--- src/hw/rtl/rbl_pkg.sv ---
// Shared types and codes for the random-bit leader election node.
// No dependencies; used by every module under hw/rtl.
package rbl_pkg;

  typedef enum logic [1:0] {
    MODE_TICK     = 2'd0,
    MODE_BIT      = 2'd1,
    MODE_ANNOUNCE = 2'd2,
    MODE_NONE     = 2'd3
  } rbl_mode_e;

  typedef enum logic [1:0] {
    ROLE_ACTIVE  = 2'd0,
    ROLE_PASSIVE = 2'd1,
    ROLE_LEADER  = 2'd2
  } rbl_role_e;

  typedef enum logic [2:0] {
    ACT_BCAST    = 3'd0,
    ACT_FWD_BIT  = 3'd1,
    ACT_FWD_ANN  = 3'd2,
    ACT_ANNOUNCE = 3'd3,
    ACT_REARM    = 3'd4
  } rbl_action_e;

  typedef enum logic [2:0] {
    S_IDLE,
    S_CB,
    S_EVAL,
    S_RREQ,
    S_RDAT,
    S_FIN
  } rbl_state_e;

  localparam logic [1:0] CFG_OWN_ID    = 2'd0;
  localparam logic [1:0] CFG_NODE_CNT  = 2'd1;
  localparam logic [1:0] CFG_NEIGH_CNT = 2'd2;

  // buffered bit message
  typedef struct packed {
    logic [3:0]  port;
    logic        act;
    logic [15:0] rnd;
    logic        bit_v;
    logic [3:0]  snd;
  } rbl_entry_t;

  typedef struct packed {
    rbl_action_e action;
    logic [1:0]  role;
    logic [3:0]  snd;
    logic        bit_v;
    logic [15:0] rnd;
    logic        act;
    logic [3:0]  skip_port;
    logic        skip_valid;
    logic [3:0]  leader;
    logic        ovf;
  } rbl_res_t;

endpackage

--- src/hw/rtl/random_bit_leader_election_node_unit.sv ---
// One node of a round-based random-bit leader election.
// Input channel: in_valid_i / in_stall_o carry one request (tick, bit
//   message or leader announcement). Output channel: out_valid_o /
//   out_stall_i carry the resulting actions, one per transfer, the final
//   one of a request flagged by last_o. A request may give no action.
// Config port: cfg_we_i writes own id, node count or neighbour count;
//   the user must write only while the node is idle; the block itself does
//   not enforce this. Writing the node count reloads the active bitmap.
// Tick: after the broadcast the sequencer reads each buffered message in
//   turn, replays those of the new round, compacts the rest and runs at
//   most two round evaluations. The replay is bound by the single read
//   port of the future buffer. One request is worked on at a time;
//   in_stall_o is low only when the sequencer is idle and the output
//   register can take a result.
// Stall: while the receiver stalls a valid result, the sequencer halts;
//   nothing is lost or repeated.
// Reset: role active, round 0, heard set empty, all nodes active, future
//   buffer empty (contents undefined, only valid entries are read).
module random_bit_leader_election_node_unit #(
  parameter int MAX_NODES    = 16,
  parameter int FUTURE_DEPTH = 8
) (
  input  logic        clk_i,
  input  logic        rst_ni,
  input  logic        cfg_we_i,
  input  logic [1:0]  cfg_idx_i,
  input  logic [4:0]  cfg_data_i,
  input  logic        in_valid_i,
  output logic        in_stall_o,
  input  logic [1:0]  mode_i,
  input  logic [3:0]  sender_id_i,
  input  logic        bit_value_i,
  input  logic [15:0] round_number_i,
  input  logic        sender_active_i,
  input  logic [3:0]  arrival_port_i,
  input  logic [3:0]  announced_leader_i,
  input  logic        random_bit_i,
  output logic        out_valid_o,
  input  logic        out_stall_i,
  output logic [2:0]  action_o,
  output logic [1:0]  node_role_o,
  output logic [3:0]  out_sender_o,
  output logic        out_bit_o,
  output logic [15:0] out_round_o,
  output logic        out_active_o,
  output logic [3:0]  skip_port_o,
  output logic        skip_valid_o,
  output logic [3:0]  out_leader_o,
  output logic        buffer_overflow_o,
  output logic        last_o
);

  localparam int IW = $clog2(MAX_NODES);
  localparam int HW = $clog2(MAX_NODES + 1);
  localparam int CW = $clog2(FUTURE_DEPTH + 1);
  localparam int FW = (FUTURE_DEPTH > 1) ? $clog2(FUTURE_DEPTH) : 1;

  rbl_pkg::rbl_state_e state_q, state_d;
  rbl_pkg::rbl_role_e  role_q, role_d;
  logic [15:0]          round_q, round_d;
  logic                 my_bit_q, my_bit_d;
  logic [MAX_NODES-1:0] heard_mask_q, heard_mask_d;
  logic [MAX_NODES-1:0] heard_bits_q, heard_bits_d;
  logic [MAX_NODES-1:0] active_mask_q, active_mask_d;
  logic [HW-1:0]        heard_cnt_q, heard_cnt_d;
  logic                 ovf_q, ovf_d;
  logic [CW-1:0]        cnt_q, cnt_d, rd_q, rd_d, wr_q, wr_d;
  logic                 replay_q, replay_d;
  rbl_pkg::rbl_entry_t  cb_q, cb_d;
  logic [3:0]           own_q, own_d;
  logic [4:0]           nc_q, nc_d;
  logic [3:0]           nb_q, nb_d;

  logic                mem_we, mem_re;
  logic [FW-1:0]       mem_waddr, mem_raddr;
  rbl_pkg::rbl_entry_t mem_wdata, mem_rdata;

  logic              push, fin, go, accept;
  rbl_pkg::rbl_res_t res, out_res;

  // shared decisions
  logic               cb_take, cb_eval, rd_more, tick_eval, rd_match, own_ok;
  logic [IW-1:0]      sidx, own_idx;
  logic [HW:0]        ones, actives;
  rbl_pkg::rbl_role_e role_eval;

  assign accept = in_valid_i && !in_stall_o;
  assign in_stall_o = !(state_q == rbl_pkg::S_IDLE && go);

  assign sidx    = IW'(cb_q.snd);
  assign own_idx = IW'(own_q);
  assign own_ok  = 32'(own_q) < MAX_NODES;
  assign cb_take = (32'(cb_q.snd) < MAX_NODES) && (cb_q.snd != own_q) && !heard_mask_q[sidx];
  assign cb_eval = (nc_q != 5'd0) &&
                   ((8'(heard_cnt_q) + 8'd1) == (8'(nc_q) - 8'd1));
  assign rd_more   = rd_q < cnt_q;
  assign tick_eval = (nc_q == 5'd1) || (nb_q == 4'd0);
  assign rd_match  = mem_rdata.rnd == round_q;
  assign ones      = (HW+1)'(my_bit_q) + (HW+1)'($countones(heard_bits_q));
  assign actives   = (HW+1)'($countones(active_mask_q));

  always_comb begin
    role_eval = role_q;
    if (role_q == rbl_pkg::ROLE_ACTIVE) begin
      if (ones == (HW+1)'(1) && my_bit_q) begin
        role_eval = rbl_pkg::ROLE_LEADER;
      end else if (ones == (HW+1)'(1)) begin
        role_eval = rbl_pkg::ROLE_PASSIVE;
      end else if (ones > (HW+1)'(1) && ones < actives && !my_bit_q) begin
        role_eval = rbl_pkg::ROLE_PASSIVE;
      end
    end
  end

  // next state
  always_comb begin
    state_d = state_q;
    if (go) begin
      case (state_q)
        rbl_pkg::S_IDLE: begin
          if (accept) begin
            if (mode_i == rbl_pkg::MODE_TICK) begin
              state_d = rbl_pkg::S_RREQ;
            end else if (mode_i == rbl_pkg::MODE_BIT && round_number_i == round_q) begin
              state_d = rbl_pkg::S_CB;
            end else begin
              state_d = rbl_pkg::S_FIN;
            end
          end
        end
        rbl_pkg::S_CB: begin
          if (cb_take && cb_eval) begin
            state_d = rbl_pkg::S_EVAL;
          end else begin
            state_d = replay_q ? rbl_pkg::S_RREQ : rbl_pkg::S_FIN;
          end
        end
        rbl_pkg::S_EVAL: state_d = replay_q ? rbl_pkg::S_RREQ : rbl_pkg::S_FIN;
        rbl_pkg::S_RREQ: begin
          if (rd_more) begin
            state_d = rbl_pkg::S_RDAT;
          end else begin
            state_d = tick_eval ? rbl_pkg::S_EVAL : rbl_pkg::S_FIN;
          end
        end
        rbl_pkg::S_RDAT: state_d = rd_match ? rbl_pkg::S_CB : rbl_pkg::S_RREQ;
        rbl_pkg::S_FIN:  state_d = rbl_pkg::S_IDLE;
        default:         state_d = rbl_pkg::S_IDLE;
      endcase
    end
  end

  // datapath and results
  always_comb begin
    role_d        = role_q;
    round_d       = round_q;
    my_bit_d      = my_bit_q;
    heard_mask_d  = heard_mask_q;
    heard_bits_d  = heard_bits_q;
    active_mask_d = active_mask_q;
    heard_cnt_d   = heard_cnt_q;
    ovf_d         = ovf_q;
    cnt_d         = cnt_q;
    rd_d          = rd_q;
    wr_d          = wr_q;
    replay_d      = replay_q;
    cb_d          = cb_q;
    own_d         = own_q;
    nc_d          = nc_q;
    nb_d          = nb_q;
    mem_we        = 1'b0;
    mem_waddr     = wr_q[FW-1:0];
    mem_wdata     = mem_rdata;
    mem_re        = 1'b0;
    mem_raddr     = rd_q[FW-1:0];
    push          = 1'b0;
    fin           = 1'b0;
    res           = '0;
    res.role      = role_q;
    res.ovf       = ovf_q;

    if (go) begin
      case (state_q)
        rbl_pkg::S_IDLE: begin
          if (accept) begin
            case (mode_i)
              rbl_pkg::MODE_TICK: begin
                round_d      = (round_q == 16'hFFFF) ? round_q : round_q + 16'd1;
                heard_mask_d = '0;
                heard_bits_d = '0;
                heard_cnt_d  = '0;
                my_bit_d     = (role_q == rbl_pkg::ROLE_ACTIVE) ? random_bit_i : 1'b0;
                rd_d         = '0;
                wr_d         = '0;
                replay_d     = 1'b1;
                push         = 1'b1;
                res.action   = rbl_pkg::ACT_BCAST;
                res.snd      = own_q;
                res.bit_v    = my_bit_d;
                res.rnd      = round_d;
                res.act      = role_q == rbl_pkg::ROLE_ACTIVE;
              end
              rbl_pkg::MODE_BIT: begin
                cb_d.snd   = sender_id_i;
                cb_d.bit_v = bit_value_i;
                cb_d.rnd   = round_number_i;
                cb_d.act   = sender_active_i;
                cb_d.port  = arrival_port_i;
                replay_d   = 1'b0;
                if (round_number_i > round_q) begin
                  if (cnt_q < CW'(FUTURE_DEPTH)) begin
                    mem_we    = 1'b1;
                    mem_waddr = cnt_q[FW-1:0];
                    mem_wdata = cb_d;
                    cnt_d     = cnt_q + CW'(1);
                  end else begin
                    ovf_d = 1'b1;
                  end
                end
              end
              rbl_pkg::MODE_ANNOUNCE: begin
                if (role_q == rbl_pkg::ROLE_ACTIVE) begin
                  role_d = rbl_pkg::ROLE_PASSIVE;
                  if (own_ok) begin
                    active_mask_d[own_idx] = 1'b0;
                  end
                  push           = 1'b1;
                  res.action     = rbl_pkg::ACT_FWD_ANN;
                  res.role       = rbl_pkg::ROLE_PASSIVE;
                  res.skip_port  = arrival_port_i;
                  res.skip_valid = 1'b1;
                  res.leader     = announced_leader_i;
                end
              end
              default: ;
            endcase
          end
        end
        rbl_pkg::S_CB: begin
          if (cb_take) begin
            heard_mask_d[sidx]  = 1'b1;
            heard_bits_d[sidx]  = cb_q.bit_v;
            active_mask_d[sidx] = cb_q.act;
            heard_cnt_d         = heard_cnt_q + HW'(1);
            push                = 1'b1;
            res.action          = rbl_pkg::ACT_FWD_BIT;
            res.snd             = cb_q.snd;
            res.bit_v           = cb_q.bit_v;
            res.rnd             = round_q;
            res.act             = cb_q.act;
            res.skip_port       = cb_q.port;
            res.skip_valid      = 1'b1;
          end
        end
        rbl_pkg::S_EVAL: begin
          role_d = role_eval;
          if (role_q == rbl_pkg::ROLE_ACTIVE && role_eval == rbl_pkg::ROLE_PASSIVE
              && own_ok) begin
            active_mask_d[own_idx] = 1'b0;
          end
          if (role_q != rbl_pkg::ROLE_LEADER) begin
            push     = 1'b1;
            res.role = role_eval;
            if (role_eval == rbl_pkg::ROLE_LEADER) begin
              res.action = rbl_pkg::ACT_ANNOUNCE;
              res.leader = own_q;
            end else begin
              res.action = rbl_pkg::ACT_REARM;
            end
          end
        end
        rbl_pkg::S_RREQ: begin
          if (rd_more) begin
            mem_re = 1'b1;
          end else begin
            cnt_d    = wr_q;
            replay_d = 1'b0;
          end
        end
        rbl_pkg::S_RDAT: begin
          rd_d = rd_q + CW'(1);
          if (rd_match) begin
            cb_d = mem_rdata;
          end else begin
            // compact survivors towards the head, order kept
            mem_we = 1'b1;
            wr_d   = wr_q + CW'(1);
          end
        end
        rbl_pkg::S_FIN: fin = 1'b1;
        default: ;
      endcase
    end

    if (cfg_we_i) begin
      case (cfg_idx_i)
        rbl_pkg::CFG_OWN_ID:    own_d = cfg_data_i[3:0];
        rbl_pkg::CFG_NODE_CNT: begin
          nc_d = cfg_data_i;
          for (int j = 0; j < MAX_NODES; j++) begin
            active_mask_d[j] = 32'(j) < 32'(cfg_data_i);
          end
        end
        rbl_pkg::CFG_NEIGH_CNT: nb_d = cfg_data_i[3:0];
        default: ;
      endcase
    end
  end

  always_ff @(posedge clk_i or negedge rst_ni) begin
    if (!rst_ni) begin
      state_q       <= rbl_pkg::S_IDLE;
      role_q        <= rbl_pkg::ROLE_ACTIVE;
      round_q       <= '0;
      my_bit_q      <= 1'b0;
      heard_mask_q  <= '0;
      heard_bits_q  <= '0;
      active_mask_q <= '1;
      heard_cnt_q   <= '0;
      ovf_q         <= 1'b0;
      cnt_q         <= '0;
      rd_q          <= '0;
      wr_q          <= '0;
      replay_q      <= 1'b0;
      own_q         <= 4'd0;
      nc_q          <= 5'd16;
      nb_q          <= 4'd15;
    end else begin
      state_q       <= state_d;
      role_q        <= role_d;
      round_q       <= round_d;
      my_bit_q      <= my_bit_d;
      heard_mask_q  <= heard_mask_d;
      heard_bits_q  <= heard_bits_d;
      active_mask_q <= active_mask_d;
      heard_cnt_q   <= heard_cnt_d;
      ovf_q         <= ovf_d;
      cnt_q         <= cnt_d;
      rd_q          <= rd_d;
      wr_q          <= wr_d;
      replay_q      <= replay_d;
      own_q         <= own_d;
      nc_q          <= nc_d;
      nb_q          <= nb_d;
    end
  end

  always_ff @(posedge clk_i) begin
    cb_q <= cb_d;
  end

  rbl_fmem #(
    .DEPTH (FUTURE_DEPTH),
    .AW    (FW)
  ) u_fmem (
    .clk_i   (clk_i),
    .we_i    (mem_we),
    .waddr_i (mem_waddr),
    .wdata_i (mem_wdata),
    .re_i    (mem_re),
    .raddr_i (mem_raddr),
    .rdata_o (mem_rdata)
  );

  rbl_outreg u_outreg (
    .clk_i       (clk_i),
    .rst_ni      (rst_ni),
    .push_i      (push),
    .fin_i       (fin),
    .res_i       (res),
    .ready_o     (go),
    .out_valid_o (out_valid_o),
    .out_stall_i (out_stall_i),
    .out_res_o   (out_res),
    .out_last_o  (last_o)
  );

  assign action_o          = out_res.action;
  assign node_role_o       = out_res.role;
  assign out_sender_o      = out_res.snd;
  assign out_bit_o         = out_res.bit_v;
  assign out_round_o       = out_res.rnd;
  assign out_active_o      = out_res.act;
  assign skip_port_o       = out_res.skip_port;
  assign skip_valid_o      = out_res.skip_valid;
  assign out_leader_o      = out_res.leader;
  assign buffer_overflow_o = out_res.ovf;

  a_heard_cnt: assert property (@(posedge clk_i) disable iff (!rst_ni)
    32'(heard_cnt_q) == $countones(heard_mask_q))
    else $error("heard count out of step with heard mask");

  a_fill: assert property (@(posedge clk_i) disable iff (!rst_ni)
    32'(cnt_q) <= FUTURE_DEPTH)
    else $error("future buffer fill beyond depth");

  a_compact: assert property (@(posedge clk_i) disable iff (!rst_ni)
    wr_q <= rd_q)
    else $error("compaction write passed read");

  a_leader_stays: assert property (@(posedge clk_i) disable iff (!rst_ni)
    role_q == rbl_pkg::ROLE_LEADER |=> role_q == rbl_pkg::ROLE_LEADER)
    else $error("leader role left");

endmodule

--- src/hw/rtl/rbl_fmem.sv ---
// Future-message buffer: single write port, single registered read port.
// Depends on rbl_pkg.
module rbl_fmem #(
  parameter int DEPTH = 8,
  parameter int AW    = 3
) (
  input  logic               clk_i,
  input  logic               we_i,
  input  logic [AW-1:0]      waddr_i,
  input  rbl_pkg::rbl_entry_t wdata_i,
  input  logic               re_i,
  input  logic [AW-1:0]      raddr_i,
  output rbl_pkg::rbl_entry_t rdata_o
);

  rbl_pkg::rbl_entry_t mem_q [DEPTH];
  rbl_pkg::rbl_entry_t rdata_q;

  always_ff @(posedge clk_i) begin
    if (we_i) begin
      mem_q[waddr_i] <= wdata_i;
    end
    if (re_i) begin
      rdata_q <= mem_q[raddr_i];
    end
  end

  assign rdata_o = rdata_q;

endmodule

--- src/hw/rtl/rbl_outreg.sv ---
// Result staging: holds one pending result so the last flag can be set,
// then an output register towards the receiver. Depends on rbl_pkg.
module rbl_outreg (
  input  logic              clk_i,
  input  logic              rst_ni,
  input  logic              push_i,
  input  logic              fin_i,
  input  rbl_pkg::rbl_res_t res_i,
  output logic              ready_o,
  output logic              out_valid_o,
  input  logic              out_stall_i,
  output rbl_pkg::rbl_res_t out_res_o,
  output logic              out_last_o
);

  logic              pend_v_q;
  rbl_pkg::rbl_res_t pend_q;
  logic              out_valid_q;
  rbl_pkg::rbl_res_t out_q;
  logic              last_q;
  logic              load;

  assign ready_o = !out_valid_q || !out_stall_i;
  assign load    = pend_v_q && (push_i || fin_i);

  always_ff @(posedge clk_i or negedge rst_ni) begin
    if (!rst_ni) begin
      pend_v_q    <= 1'b0;
      out_valid_q <= 1'b0;
    end else begin
      if (load) begin
        out_valid_q <= 1'b1;
      end else if (!out_stall_i) begin
        out_valid_q <= 1'b0;
      end
      if (push_i) begin
        pend_v_q <= 1'b1;
      end else if (fin_i) begin
        pend_v_q <= 1'b0;
      end
    end
  end

  always_ff @(posedge clk_i) begin
    if (push_i) begin
      pend_q <= res_i;
    end
    if (load) begin
      out_q  <= pend_q;
      last_q <= fin_i;
    end
  end

  assign out_valid_o = out_valid_q;
  assign out_res_o   = out_q;
  assign out_last_o  = last_q;

endmodule

--- config.mk ---
export PLATFORM = sky130hd
export DESIGN_NAME = random_bit_leader_election_node_unit
export DESIGN_NICKNAME = d
export VERILOG_FILES = /design/src/hw/rtl/rbl_pkg.sv /design/src/hw/rtl/random_bit_leader_election_node_unit.sv /design/src/hw/rtl/rbl_fmem.sv /design/src/hw/rtl/rbl_outreg.sv
export SDC_FILE = /design/constraint.sdc
export NUM_CORES = 1
export LEC_CHECK = 0
export BUFFER_PORTS_ARGS = -buffer_cell sky130_fd_sc_hd__buf_2
export CAP_MARGIN = 30
export CORE_UTILIZATION = 40
export CTS_CLUSTER_DIAMETER = 150
export DETAILED_ROUTE_END_ITERATION = 10
export SLEW_MARGIN = 20
export SYNTH_ARGS = -nofsm -noshare
export SYNTH_HDL_FRONTEND = slang
export SYNTH_SLANG_ARGS = --single-unit
--- constraint.sdc ---
create_clock -name clk_i -period 6.97 [get_ports clk_i]
set_clock_uncertainty 0.2 [all_clocks]
set_input_delay 1.394 -clock clk_i [delete_from_list [all_inputs] [get_ports clk_i]]
set_output_delay 1.394 -clock clk_i [all_outputs]
set_load 0.1 [all_outputs]
# == Word-level counts from Yosys, hierarchy flattened ==
# Memory sizes are Yosys's and may differ from the RTL's. A register that Yosys moved wholly into a read port is not among the register bits.
# Cells that the tools add are included.
# word_totals
reg_bits,189
ram_bits,208
output_inout_bits,40
word_cells,308
mem_count,1
# classes
addsub,38
n_lt_le_gt_ge,25
eq_ne,32
n_mux,120
bitwise_logic,4
reduce_logical,45
# mem_list
memory,words,width,rd,rd_ports_with_merged_regs,write_ports,line,text
u_fmem.mem_q,8,26,1,1,1,rbl_fmem.sv:16,rbl_pkg::rbl_entry_t mem_q [DEPTH];
# op_table
cell,n
two-way mux 26 bit,9
two-way mux 16 bit,13
one-hot mux 16 bit (2 select lines),2
one-hot mux 27 bit (2 select lines),1
one-hot mux 26 bit (2 select lines),1
one-hot mux 16 bit (3 select lines),1
two-way mux 3 bit,15
two-way mux 4 bit,11
less-than comparator 4 x 5 -> 1 bit (first input constant),8
two-way mux 36 bit,1
two-way mux 33 bit,1
adder 1 x 1 -> 2 bit,16
bitwise mux 16 bit,2
equality test 16 bit,2
one-hot mux 4 bit (2 select lines),4
two-way mux 1 bit,29
two-way mux 27 bit,1
AND reduction 5 bit,5
adder 2 x 2 -> 3 bit,8
two-way mux 22 bit,1
less-than comparator 3 x 5 -> 1 bit (first input constant),4
two-way mux 5 bit,4
two-way mux 2 bit,9
two-way mux 9 bit,2
other kinds (54),114

# == Depth between registers and ports, before layout ==
# Gate-level depths: netlist of the first run.
# logic_depth
ltp_word,19
mapped_depth,21
mapped_depth_nobuf,19

# == Modules after synthesis ==
# Synthesis of the first run repeated with hierarchy kept, for this count alone.
# hier_totals
cells_unflattened,1485
area_unflattened_um2,20349.5
# modules_own_cells
module,instances,cells_per_inst,area_per_inst_um2
random_bit_leader_election_node_unit,1,1063,9195.1
rbl_fmem,1,340,8823.5
rbl_outreg,1,82,2331.0

# == Least setup slack after synthesis of the first run ==
# No wires, ideal clock.
# synth_timing
kind,input port to flip-flop
from,in out_stall_i
to,"reg u_outreg.last_q, in the netlist u_outreg.out_last_o, enable pin"
setup_ns,0.457
arrival_time_ns,5.072
setup_slack_ns,1.240
stages,8
cell_sequence,and2_1 > clkbuf_1 > nor2_2 > inv_2 > or3b_2 > a21oi_1 > a211oi_1 > a31oi_1
# synth_via
elab_chain_len,9
elab_cells_between_ends,10
cone_classes,mux (4); reduce/logical (6)
# synth_lines
item,line,text
"start, declared",random_bit_leader_election_node_unit.sv:39,"input logic out_stall_i,"
logical NOT 1 bit (*),rbl_outreg.sv:23,assign ready_o = !out_valid_q || !out_stall_i;
logical OR 1 bit (*),rbl_outreg.sv:23,
logical AND 1 bit,random_bit_leader_election_node_unit.sv:88,assign in_stall_o = !(state_q == rbl_pkg::S_IDLE && go);
logical AND 1 bit,random_bit_leader_election_node_unit.sv:87,assign accept = in_valid_i && !in_stall_o;
two-way mux 1 bit,random_bit_leader_election_node_unit.sv:185,if (accept) begin
one-hot mux 1 bit (3 select lines),random_bit_leader_election_node_unit.sv:183,case (state_q)
two-way mux 1 bit,random_bit_leader_election_node_unit.sv:182,if (go) begin
logical OR 1 bit (*),rbl_outreg.sv:24,assign load = pend_v_q && (push_i || fin_i);
logical AND 1 bit (*),rbl_outreg.sv:24,
via u_outreg.load,rbl_outreg.sv:21,logic load;
"end signal, assigned",rbl_outreg.sv:50,last_q <= fin_i;
"end, declared",rbl_outreg.sv:20,logic last_q;
# The timed path passes the listed nets; every way through them passes the cells marked *.
# A chain may end at the register's enable or synchronous reset.

# == Worst setup path in the final report of the first run ==
# layout_timing
from,reg my_bit_q
to,reg active_mask_q[5]
# layout_via
elab_chain_len,15
elab_cells_between_ends,19
cone_classes,add/sub (1); order compare (2); eq/ne (2); mux (9); reduce/logical (5)
# layout_lines
item,line,text
"start, declared",random_bit_leader_election_node_unit.sv:61,"logic my_bit_q, my_bit_d;"
"start signal, assigned",random_bit_leader_election_node_unit.sv:332,my_bit_q <= my_bit_d;
adder 1 x 5 -> 6 bit,random_bit_leader_election_node_unit.sv:99,assign ones = (HW+1)'(my_bit_q) + (HW+1)'($countones(heard_bits_q));
> comparator 6 x 1 -> 1 bit / less-than comparator 6 x 5 -> 1 bit (equally long branches),random_bit_leader_election_node_unit.sv:109,end else if (ones > (HW+1)'(1) && ones < actives && !my_bit_q) begin
logical AND 1 bit (2 in a row),random_bit_leader_election_node_unit.sv:109,
two-way mux 2 bit,random_bit_leader_election_node_unit.sv:109,
two-way mux 2 bit,random_bit_leader_election_node_unit.sv:107,end else if (ones == (HW+1)'(1)) begin
two-way mux 2 bit (*),random_bit_leader_election_node_unit.sv:105,if (ones == (HW+1)'(1) && my_bit_q) begin
two-way mux 2 bit (*),random_bit_leader_election_node_unit.sv:104,if (role_q == rbl_pkg::ROLE_ACTIVE) begin
equality test 2 x 1 -> 1 bit (*),random_bit_leader_election_node_unit.sv:257,if (role_q == rbl_pkg::ROLE_ACTIVE && role_eval == rbl_pkg::ROLE_PASSIVE
logical AND 1 bit (*),random_bit_leader_election_node_unit.sv:257,
two-way mux 16 bit (*),random_bit_leader_election_node_unit.sv:257,
one-hot mux 16 bit (3 select lines) (*),random_bit_leader_election_node_unit.sv:183,
two-way mux 16 bit (*),random_bit_leader_election_node_unit.sv:182,
two-way mux 16 bit,random_bit_leader_election_node_unit.sv:296,case (cfg_idx_i)
two-way mux 16 bit (*),random_bit_leader_election_node_unit.sv:295,if (cfg_we_i) begin
via active_mask_d[5],random_bit_leader_election_node_unit.sv:64,"logic [MAX_NODES-1:0] active_mask_q, active_mask_d;"
"end signal, assigned",random_bit_leader_election_node_unit.sv:335,active_mask_q <= active_mask_d;
"end, declared",random_bit_leader_election_node_unit.sv:64,
# Marked as above.

==> results of run 1 <==
-- state kept, by name (all words and copies together), names as in the netlist, 2 cells and up --
| signal | cells |
|---|---|
| u_fmem.mem_q | 208 |
| u_outreg.out_res_o | 37 |
| u_outreg.pend_q | 37 |
| u_fmem.rdata_o | 26 |
| active_mask_q | 16 |
| heard_bits_q | 16 |
| heard_mask_q | 16 |
| round_q | 16 |
| cb_q | 6 |
| heard_cnt_q | 5 |
| nc_q | 5 |
| cnt_q | 4 |
| nb_q | 4 |
| own_idx | 4 |
| rd_q | 4 |
| sidx | 4 |
| wr_q | 4 |
| state_q | 3 |
| role_q | 2 |
-- cell usage after synthesis, drive strengths merged (24+ instances only) --
library cell  number  area, um^2
mux4              55        1240
clkbuf            69         259
mux2              75         845
nand2            106         400
edfxtp           319        9580
nor2              77         292
a21oi             66         330
dfrtp             83        2080
nand4             24         150
o21ai             57         285
ha                39         488
inv               97         364
a31oi             32         200
xor2              26         228
nor3              27         140
nand3             39         195
-- per-layer routing --
metal  global-route usage  vias to the layer above
li1                     -                     5980
met1                0.299                     6728
met2                0.311                      501
met3               0.0421                       65
met4               0.0500                        2
met5                    0                        -
-- cells by family (layout without fill, tap and decap cells) --
logic type | Yosys count | count (layout)
AOI/OAI and AO/OA | 283 | 283
xor gates and xnor gates | 47 | 47
adders and majority gates | 60 | 60
buffers and inverters | 185 | 299
DFF | 423 | 423
muxes | 150 | 150
other | 0 | 2
and+or+nand+nor | 386 | 386
-- cell type report --
type	instances	area, um^2
diodes	2	5.00
clock buffers	55	1200
clock inverters	30	337
fillers	4413	26900
inverters	97	364
multi-input cells	926	7580
flip-flops and latches	423	12200
well taps	672	841
repair buffers	117	688
-- worst min path at each step --
stage / endpoint / slack, ps
CTS: u_outreg.out_res_o[16] / 220
detailed placement: u_outreg.out_res_o[10] / 200
finish: u_outreg.out_res_o[16] / 210
global route: u_outreg.out_res_o[16] / 220
global placement: u_outreg.out_res_o[8] / 200
floorplan: u_outreg.out_res_o[0] / 200
-- worst max-delay path: cells and delay by family (launching register included) --
family | cells | cell delay [ps]
fa+ha+maj | 6 | 2860
buf+inv | 3 | 460
flops | 1 | 470
simple gates | 2 | 920
compound gates | 3 | 700
-- report_power, final --
part,internal (mW),switching [mW],leakage (nW)
Clock,1.46,1.02,0.749
Sequential,3.36,0.415,4.17
Combinational,1.91,3.18,3.41
Total,6.73,4.62,8.33
-- layout by cell type (no fill, tap or decap), types with 11 or more instances in the layout --
cell type	count
a21oi_1	65
a22oi_1	11
a31oi_1	31
and2_1	12
and3_1	11
buf_2	83
buf_4	32
clkbuf_16	46
dfrtp_1	81
dfstp_2	21
edfxtp_1	319
fa_1	21
ha_1	39
inv_1	96
mux2_2	75
mux2i_1	20
mux4_2	55
nand2_1	105
nand2b_1	11
nand3_1	39
nand4_1	24
nor2_1	74
nor2b_1	18
nor3_1	26
nor4_1	11
o211ai_1	21
o21ai_0	53
xnor2_1	21
xor2_1	26
==> impl_metrics.tcl, run 1 <==
set metrics [dict create \
    crit_slowest_cell "fa_1" \
    ys_warn_count 0 \
    placed_area_um2 21700 \
    startpoint "my_bit_q" \
    grt_overflow_total 0 \
    final_area_um2 23200 \
    synth_area_um2 20400 \
    die_y_um 228 \
    syn_area_per_cell_um2 13.3 \
    via_count 13300 \
    utilization 0.463 \
    crit_chain "inv_1 -> fa_1 -> fa_1 -> fa_1 -> fa_1 -> fa_1 -> inv_1 -> fa_1 -> or3_1 -> nor3_1 -> a21oi_1 -> buf_4 -> o311ai_0 -> a32oi_1" \
    endpoint_kind "flip-flop" \
    layout-drive-gt1-share 0.225 \
    core-area_um2 50200 \
    worstReg2RegStart "my_bit_q" \
    synth_top_family_by_area "multiplexers" \
    cts_resized 0 \
    yosysUniqueCellTypes 74 \
    path_max_fanout 17 \
    tns_ps 0 \
    wl_met3_um 3710 \
    slew_violations 0 \
    drc 0 \
    worstSkewPairLatency_ps 600 \
    routed.top_layer "met5" \
    slowest_delay_ps 610 \
    final.min_clock_period_ps 5720 \
    ys_async_sr_fraction 0.246 \
    maxCapViolations 0 \
    endpoint "active_mask_q[5]" \
    period_share 0.820 \
    power_mw 11.4 \
    setup_violations 0 \
    hold_path.class "reg -> reg" \
    cpMostUsedCell "fa_1" \
    grt_max_degree 66 \
    synth_nets 1639 \
    portBuffers 84 \
    fin_ws_ps 1250 \
    ys_seq_area_frac 0.600 \
    dpl.hpwl_um 34200 \
    dp_slack_ps 1310 \
    clock_path_buffers 3 \
    synth-xor-area-share 0.0202 \
    start_util 0.406 \
    whs_ps 213 \
    synth_compound_area_frac 0.0915 \
    instances_no_fill 2322 \
    finalHoldViolations 0 \
    status "finished, final reports clean" \
    synth_edf_count 319 \
    post_cts_buffers 0 \
    gp_congestion 0.902 \
    holdCritStartpoint "u_outreg.pend_q[16]" \
    cts_buffers 46 \
    p_leak_nw 8.33 \
    synthToLayoutAreaGrowth_pct 14.1 \
    synth_adder_area_share 0.0446 \
    syn_inst 1534 \
    dp_cells 2233 \
    synth_seq_cells 423 \
    rows 82 \
    dominantRegCellSynth "edfxtp_1" \
    wl_met1_um 24000 \
    synthSimpleGateAreaFrac 0.0969 \
    htree_levels 2 \
    tightest_slew_ps 952 \
    wl_met2_um 23700 \
    crit_required_ps 7250 \
    drt_pass1_iterations 7 \
    grt_pass1_vias 13000 \
    slew_headroom 0.359 \
    r2r_setup_slack_ps 1250 \
    io_pins 85 \
    totalWireLength_um 52300 \
    cts-root-buf "clkbuf_16" \
    die_x_um 228 \
    clock-sinks 423 \
    r2r-end "active_mask_q[5]" \
    crit_type "reg -> reg" \
    rr_worst_depth 14 \
    viasPerCell 5.72 \
    power_density_nw_per_um2 488 \
    ant_nets 0 \
    antenna_found_initial 2 \
    synth_mux_area_frac 0.112 \
    die-area_um2 51800 \
    clk_pin_slew_ps 60 \
    critical_path.startpoint_type "flip-flop" \
    min_delay_path_depth 0 \
    ir_drop_mv 0.843 \
    worstPathArrival_ps 6000 \
    rsz0062_at_grt "no" \
    grt_use_total 0.205 \
    routedWlPerCell_um 22.5 \
    clock.fmax_mhz 175 \
    nets 1716 \
    cts_tree "yes" \
    grt_pass1_wl_um 79200 \
    drtIter0Drc 1363 \
    cts_hold_buf 0 \
]
Power figures use the tool's default switching activity.
==> run 2: changes to the inputs <==
Settings changed: ABC_AREA set to 1.
Clock period 6.97 ns to 5.18 ns, I/O delays scaled along.
==> run 2 against run 1 <==
Effect of this change:
- area after synthesis rose by 0.37%
- synthesized cell count up 37%
- flip-flop and latch count did not move
- count of clock-buffer cells in the layout rose by 5
- first-iteration DRC count up 3.8%
- final cell count is 25% higher
- register-to-register slack got worse by 1000 ps
- sequential share of layout area grew 0.12 points
- worst hold slack better by 4.3 ps
- final area down 0.28%
==> impl_metrics.tcl, run 2 <==
set metrics [dict create \
    whs_ps 217 \
    drtIter0Drc 1415 \
    path_max_fanout 16 \
    synthToLayoutAreaGrowth_pct 13.4 \
    synth_compound_area_frac 0.107 \
    grt_pass1_vias 14600 \
    via_count 15200 \
    tns_ps 0 \
    antenna_found_initial 0 \
    ant_nets 0 \
    cp.depth 21 \
    regMostFlops "u_fmem.mem_q" \
    critical_path_buf_inv_count 3 \
    crit_family "adder cells" \
    cpMostUsedCell "fa_1" \
    min_delay_path_depth 0 \
    power_mw 14.8 \
    slew_violations 0 \
    dp_cells 2812 \
    period_share 0.953 \
    layout_common_cells "nand2_1, edfxtp_1, nor2_1" \
    clk_pin_slew_ps 60 \
    finalHoldViolations 0 \
    nets 2295 \
    synth_adder_area_share 0.0445 \
    grt_pass1_wl_um 83400 \
    maxCapViolations 0 \
    final.min_clock_period_ps 4940 \
    crit_slowest_cell "fa_1" \
    critical_path.startpoint_type "flip-flop" \
    rr_worst_depth 21 \
    grt_max_degree 107 \
    clock_path_buffers 3 \
    start_util 0.406 \
    status "finished, final reports clean" \
    gp_congestion 0.919 \
    tightest_slew_ps 950 \
    synth_seq_cells 423 \
    crit_required_ps 5490 \
    io_pins 85 \
    cts_buffers 44 \
    crit_type "reg -> reg" \
    p_leak_nw 9.10 \
    cts_tree "yes" \
    yosys.area.top_type "edfxtp_1" \
    yosysMostFrequentCell "nand2_1" \
    htree_levels 2 \
    layout_commonest_cell "nand2_1" \
    viasPerCell 5.25 \
    ys_warn_count 0 \
    worstPathArrival_ps 5240 \
    drc 0 \
    ys_async_sr_fraction 0.246 \
    synth_top_area_share 0.469 \
    rsz0062_at_grt "no" \
    portBuffers 84 \
    grt_use_total 0.204 \
    totalWireLength_um 53400 \
    synthSimpleGateAreaFrac 0.178 \
    grt_overflow_total 0 \
    die_y_um 228 \
    ys_seq_area_frac 0.597 \
    antennaDiodeCount 0 \
    die-area_um2 52000 \
    synth_commonest_cells "nand2_1, edfxtp_1, nor2_1" \
    yosysUniqueCellTypes 48 \
    core-area_um2 50300 \
    syn_inst 2105 \
    synth_area_um2 20400 \
    synth_top_family_by_area "simple AND/OR/NAND/NOR gates" \
    power_density_nw_per_um2 639 \
    drt_pass1_iterations 7 \
    clock-sinks 423 \
    crit_chain "inv_1 -> fa_1 -> fa_1 -> fa_1 -> fa_1 -> inv_1 -> ha_1 -> fa_1 -> xnor2_1 -> ha_1 -> nand3_1 -> o21ai_1 -> nor2_1 -> nand2_1 -> nand2_2 -> buf_12 -> nand3_1 -> nand3_1 -> nand3_1 -> nand2_1 -> nand2_1" \
    die_x_um 228 \
    setup_violations 0 \
    hold_path.class "reg -> reg" \
    worstSkewPairLatency_ps 590 \
    slew_headroom 0.367 \
    slowest_delay_ps 570 \
    endpoint_kind "flip-flop" \
    synth-xor-area-share 0.0141 \
    cts_hold_buf 0 \
    synth_nets 2210 \
    clock.fmax_mhz 203 \
    instances_no_fill 2897 \
    layout-drive-gt1-share 0.118 \
    synth_edf_count 319 \
    rows 82 \
    dpl.hpwl_um 35700 \
    cts-root-buf "clkbuf_16" \
    syn_area_per_cell_um2 9.71 \
    synth_mux_area_frac 0 \
    dominantRegCellSynth "edfxtp_1" \
    ir_drop_mv 0.678 \
    synthTopCellsByArea "edfxtp_1, dfrtp_1, nand2_1" \
    routedWlPerCell_um 18.4 \
    largest_reg_flops 208 \
]
[run 2: cell count changes in the layout (fill, tap and decap cells not counted), moves of 75 or more]
cell     delta
nand2_1   +292
nor2_1    +200
o21ai_0   +159
nand3_1    +99
inv_1      +95
mux2_2     -75
[run 2: area by class of cell]
cell class                 instances  area (um^2)
clock buffer                      60         1170
clock inverter                    21          214
fill                            4713        27100
inverter                         210          792
multi-input combinational       1379         7090
sequential                       423        12200
tap                              672          841
timing repair buffer             132          858
[run 2: worst paths after layout]
kind | startpoint | endpoint | slack, ps
hold reg to reg | u_outreg.pend_q[6] | u_outreg.out_res_o[6] | 220
hold / removal | u_outreg.pend_q[6] | u_outreg.out_res_o[6] | 220
setup / recovery | active_mask_q[0] | active_mask_q[9] | 240
setup reg to reg | active_mask_q[0] | active_mask_q[9] | 240
max in group asynchronous | rst_ni | state_q[1] | 3460
min in group asynchronous | rst_ni | heard_bits_q[7] | 230
[run 2: report_power, final]
part,total [mW],switching (mW),internal [mW]
combinational,6.74,4.47,2.27
clock,3.06,1.35,1.70
sequential,5.00,0.473,4.53
[run 2: metal layers]
metal | GRT usage | share of wire | vias up
met4 | 0.0598 | 0.024 | 0
met5 | 0 | 0 | -
li1 | - | - | 7323
met2 | 0.334 | 0.47 | 466
met3 | 0.0325 | 0.058 | 86
met1 | 0.280 | 0.44 | 7334
[run 2: logic make-up after synthesis]
group | after synthesis
xor gates and xnor gates | 33
adders and majority gates | 60
DFF | 423
buffers and inverters | 303
AOI/OAI and AO/OA | 410
and+or+nand+nor | 876
[run 2: worst register-to-register path: stages (launching register included)]
cell and delay, ps:
dfstp_2 540, inv_1 90, fa_1 570, fa_1 440, fa_1 480, fa_1 480, inv_1 40, ha_1 200
fa_1 400, xnor2_1 220, ha_1 270, nand3_1 90, o21ai_1 70, nor2_1 80, nand2_1 70, nand2_2 100
buf_12 150, nand3_1 80, nand3_1 100, nand3_1 80, nand2_1 60, nand2_1 60
[run 2: repair_timing]
item                       in CTS  in global routing
resized for setup               0                  4
buffers inserted                0                  1
setup endpoints to repair       0                 16
[run 2: through the flow]
stage | area (um^2) | setup WS, ps | utilization
2_1_floorplan | 20400 | 15.9 | -
3_3_place_gp | 21700 | 245 | 0.432
3_5_place_dp | 21700 | 185 | 0.432
4_1_cts | 23100 | 181 | 0.460
5_1_grt | 23200 | 6.32 | 0.461
6_report | 23200 | 244 | 0.461
==> run 3: changes to the inputs <==
Settings changed: CORE_UTILIZATION 40 to 25.
==> run 3 against run 2 <==
Effect of this change:
- count of clock-buffer cells in the layout down 4
- setup slack got worse by 57 ps
- final cell count up 14%
- total power increased by 3.7%
- wire length rose by 5.7%
- sequential power hardly changed
- highest routed layer is now met5
==> impl_metrics.tcl, run 3 (synthesized netlist as in run 2, its figures left out) <==
set metrics [dict create \
    status "finished, final reports clean" \
    regMostFlops "u_fmem.mem_q" \
    gp_congestion 0.902 \
    drt_pass1_iterations 7 \
    start_util 0.253 \
    cts_hold_buf 0 \
    clock-sinks 423 \
    min_delay_path_depth 0 \
    p_leak_nw 9.14 \
    layout-drive-gt1-share 0.125 \
    tns_ps 0 \
    clock_path_buffers 3 \
    totalWireLength_um 56500 \
    cts-root-buf "clkbuf_16" \
    hold_path.class "reg -> reg" \
    antenna_found_initial 8 \
    crit_family "adder cells" \
    slowest_delay_ps 570 \
    ff_latch_area_um2 12200 \
    critical_path.startpoint_type "flip-flop" \
    path_max_fanout 8 \
    layout_common_cells "nand2_1, edfxtp_1, nor2_1" \
    ant_nets 0 \
    crit_required_ps 5520 \
    finalHoldViolations 0 \
    cts_tree "yes" \
    routed.top_layer "met5" \
    routedWlPerCell_um 17.2 \
    ir_drop_mv 0.562 \
    multiInputGateArea_um2 7110 \
    die_y_um 288 \
    core-area_um2 80700 \
    worstReg2RegStart "active_mask_q[15]" \
    maxCapViolations 0 \
    tightest_slew_ps 947 \
    portBuffers 84 \
    n_fill_cell 8394 \
    rows 104 \
    holdCritStartpoint "u_outreg.pend_q[3]" \
    crit_slowest_cell "fa_1" \
    dpl.hpwl_um 38200 \
    grt_max_degree 71 \
    clock.fmax_mhz 200 \
    endpoint_kind "flip-flop" \
    layout_commonest_cell "nand2_1" \
    drc 0 \
    crit_type "reg -> reg" \
    cpMostUsedCell "fa_1" \
    grt_overflow_total 0 \
    wl_met2_um 27000 \
    clk_pin_slew_ps 60 \
    synthToLayoutAreaGrowth_pct 16.1 \
    slew_headroom 0.363 \
    rsz0062_at_grt "no" \
    crit_chain "inv_1 -> fa_1 -> fa_1 -> fa_1 -> fa_1 -> inv_1 -> ha_2 -> fa_2 -> inv_1 -> ha_1 -> a21oi_1 -> o21ai_0 -> nor2_1 -> nand2_1 -> nand2_4 -> clkbuf_16 -> nand3_1 -> nand3_1 -> nand3_1 -> nand2_1 -> nand2_1" \
    die-area_um2 82900 \
    largest_reg_flops 208 \
    die_x_um 288 \
    htree_levels 2 \
    power_mw 15.3 \
    grt_pass1_wl_um 87100 \
    rr_worst_depth 21 \
    worstSkewPairLatency_ps 610 \
    final.min_clock_period_ps 4990 \
    drtIter0Drc 1359 \
    setup_violations 0 \
    nets 2299 \
    r2r-end "active_mask_q[12]" \
    io_pins 85 \
    wl_met3_um 3790 \
    r2r_setup_slack_ps 190 \
    cts_buffers 45 \
    hold_end "u_outreg.out_res_o[3]" \
    viasPerCell 4.66 \
    power_density_nw_per_um2 647 \
    critical_path_buf_inv_count 4 \
    wl_met1_um 23700 \
    via_count 15300 \
    grt_pass1_vias 14900 \
    grt_use_total 0.136 \
    slew_violations 0 \
    worstPathArrival_ps 5330 \
    period_share 0.964 \
]
==> run 3: cell count changes in the layout (fill, tap and decap cells not counted), sizes merged <==
cell / delta
clkinv: +6
clkbuf: -3
inv: +3
buf: +2
clkinvlp: -2
bufinv: -1
diode: +1
==> run 3: per-stage QoR <==
stage | hold WS [ps] | std cells | utilization | setup WS [ps] | instance area, um^2
after floorplan | 200 | 2105 | - | 15.9 | 20400
after global placement | 202 | 3202 | 0.275 | 179 | 22200
after detailed placement | 206 | 3202 | 0.275 | 156 | 22200
after CTS | 214 | 3285 | 0.293 | 137 | 23600
after global routing | 227 | 3291 | 0.294 | 6.63 | 23700
final | 212 | 3291 | 0.294 | 187 | 23700
==> run 3: layer usage <==
layer	vias up	global-route usage
li1	7351	-
met1	7326	0.173
met2	516	0.227
met3	120	0.0254
met4	10	0.0554
met5	-	0
==> run 3: where the power goes <==
part / total [mW] / switching (mW) / leakage (nW) / internal (mW)
Combinational: 7.26 / 4.66 / 4.29 / 2.60
Clock: 3.10 / 1.40 / 0.685 / 1.71
Sequential: 4.98 / 0.451 / 4.16 / 4.53
Total: 15.3 / 6.51 / 9.14 / 8.84
==> run 3: repair_timing <==
item / in CTS / in global routing
endpoints found under the setup margin: 0 / 21
gates resized for setup: 0 / 9
setup buffers: 0 / 1
==> run 3: worst max path at each step <==
stage / end / depth (start not counted) / start
after floorplan: u_outreg.out_last_o / 7 / out_stall_i
after global placement: u_outreg.pend_q[32] / 18 / active_mask_q[0]
after detailed placement: u_outreg.pend_q[32] / 18 / active_mask_q[0]
after CTS: u_outreg.pend_q[32] / 18 / active_mask_q[0]
after global routing: active_mask_q[8] / 21 / active_mask_q[15]
final: active_mask_q[12] / 21 / active_mask_q[15]
==> run 3: area by class of cell <==
| class | instances | share of cell area |
|---|---|---|
| Sequential cell | 423 | 0.515 |
| Multi-Input combinational cell | 1379 | 0.300 |
| Tap cell | 1060 | 0.0559 |
| Clock buffer | 56 | 0.0505 |
| Timing Repair Buffer | 135 | 0.0373 |
| Inverter | 210 | 0.0333 |
| Clock inverter | 27 | 0.00823 |
| Antenna cell | 1 | 0.000106 |
==> run 3: worst register-to-register path, stage by stage, from the launching register on <==
cell and delay (ps):
dfstp_2 550, inv_1 90, fa_1 510, fa_1 570, fa_1 440, fa_1 490, inv_1 40, ha_2 170
fa_2 520, inv_1 40, ha_1 260, a21oi_1 130, o21ai_0 90, nor2_1 90, nand2_1 90, nand2_4 130
clkbuf_16 180, nand3_1 60, nand3_1 90, nand3_1 80, nand2_1 70, nand2_1 50
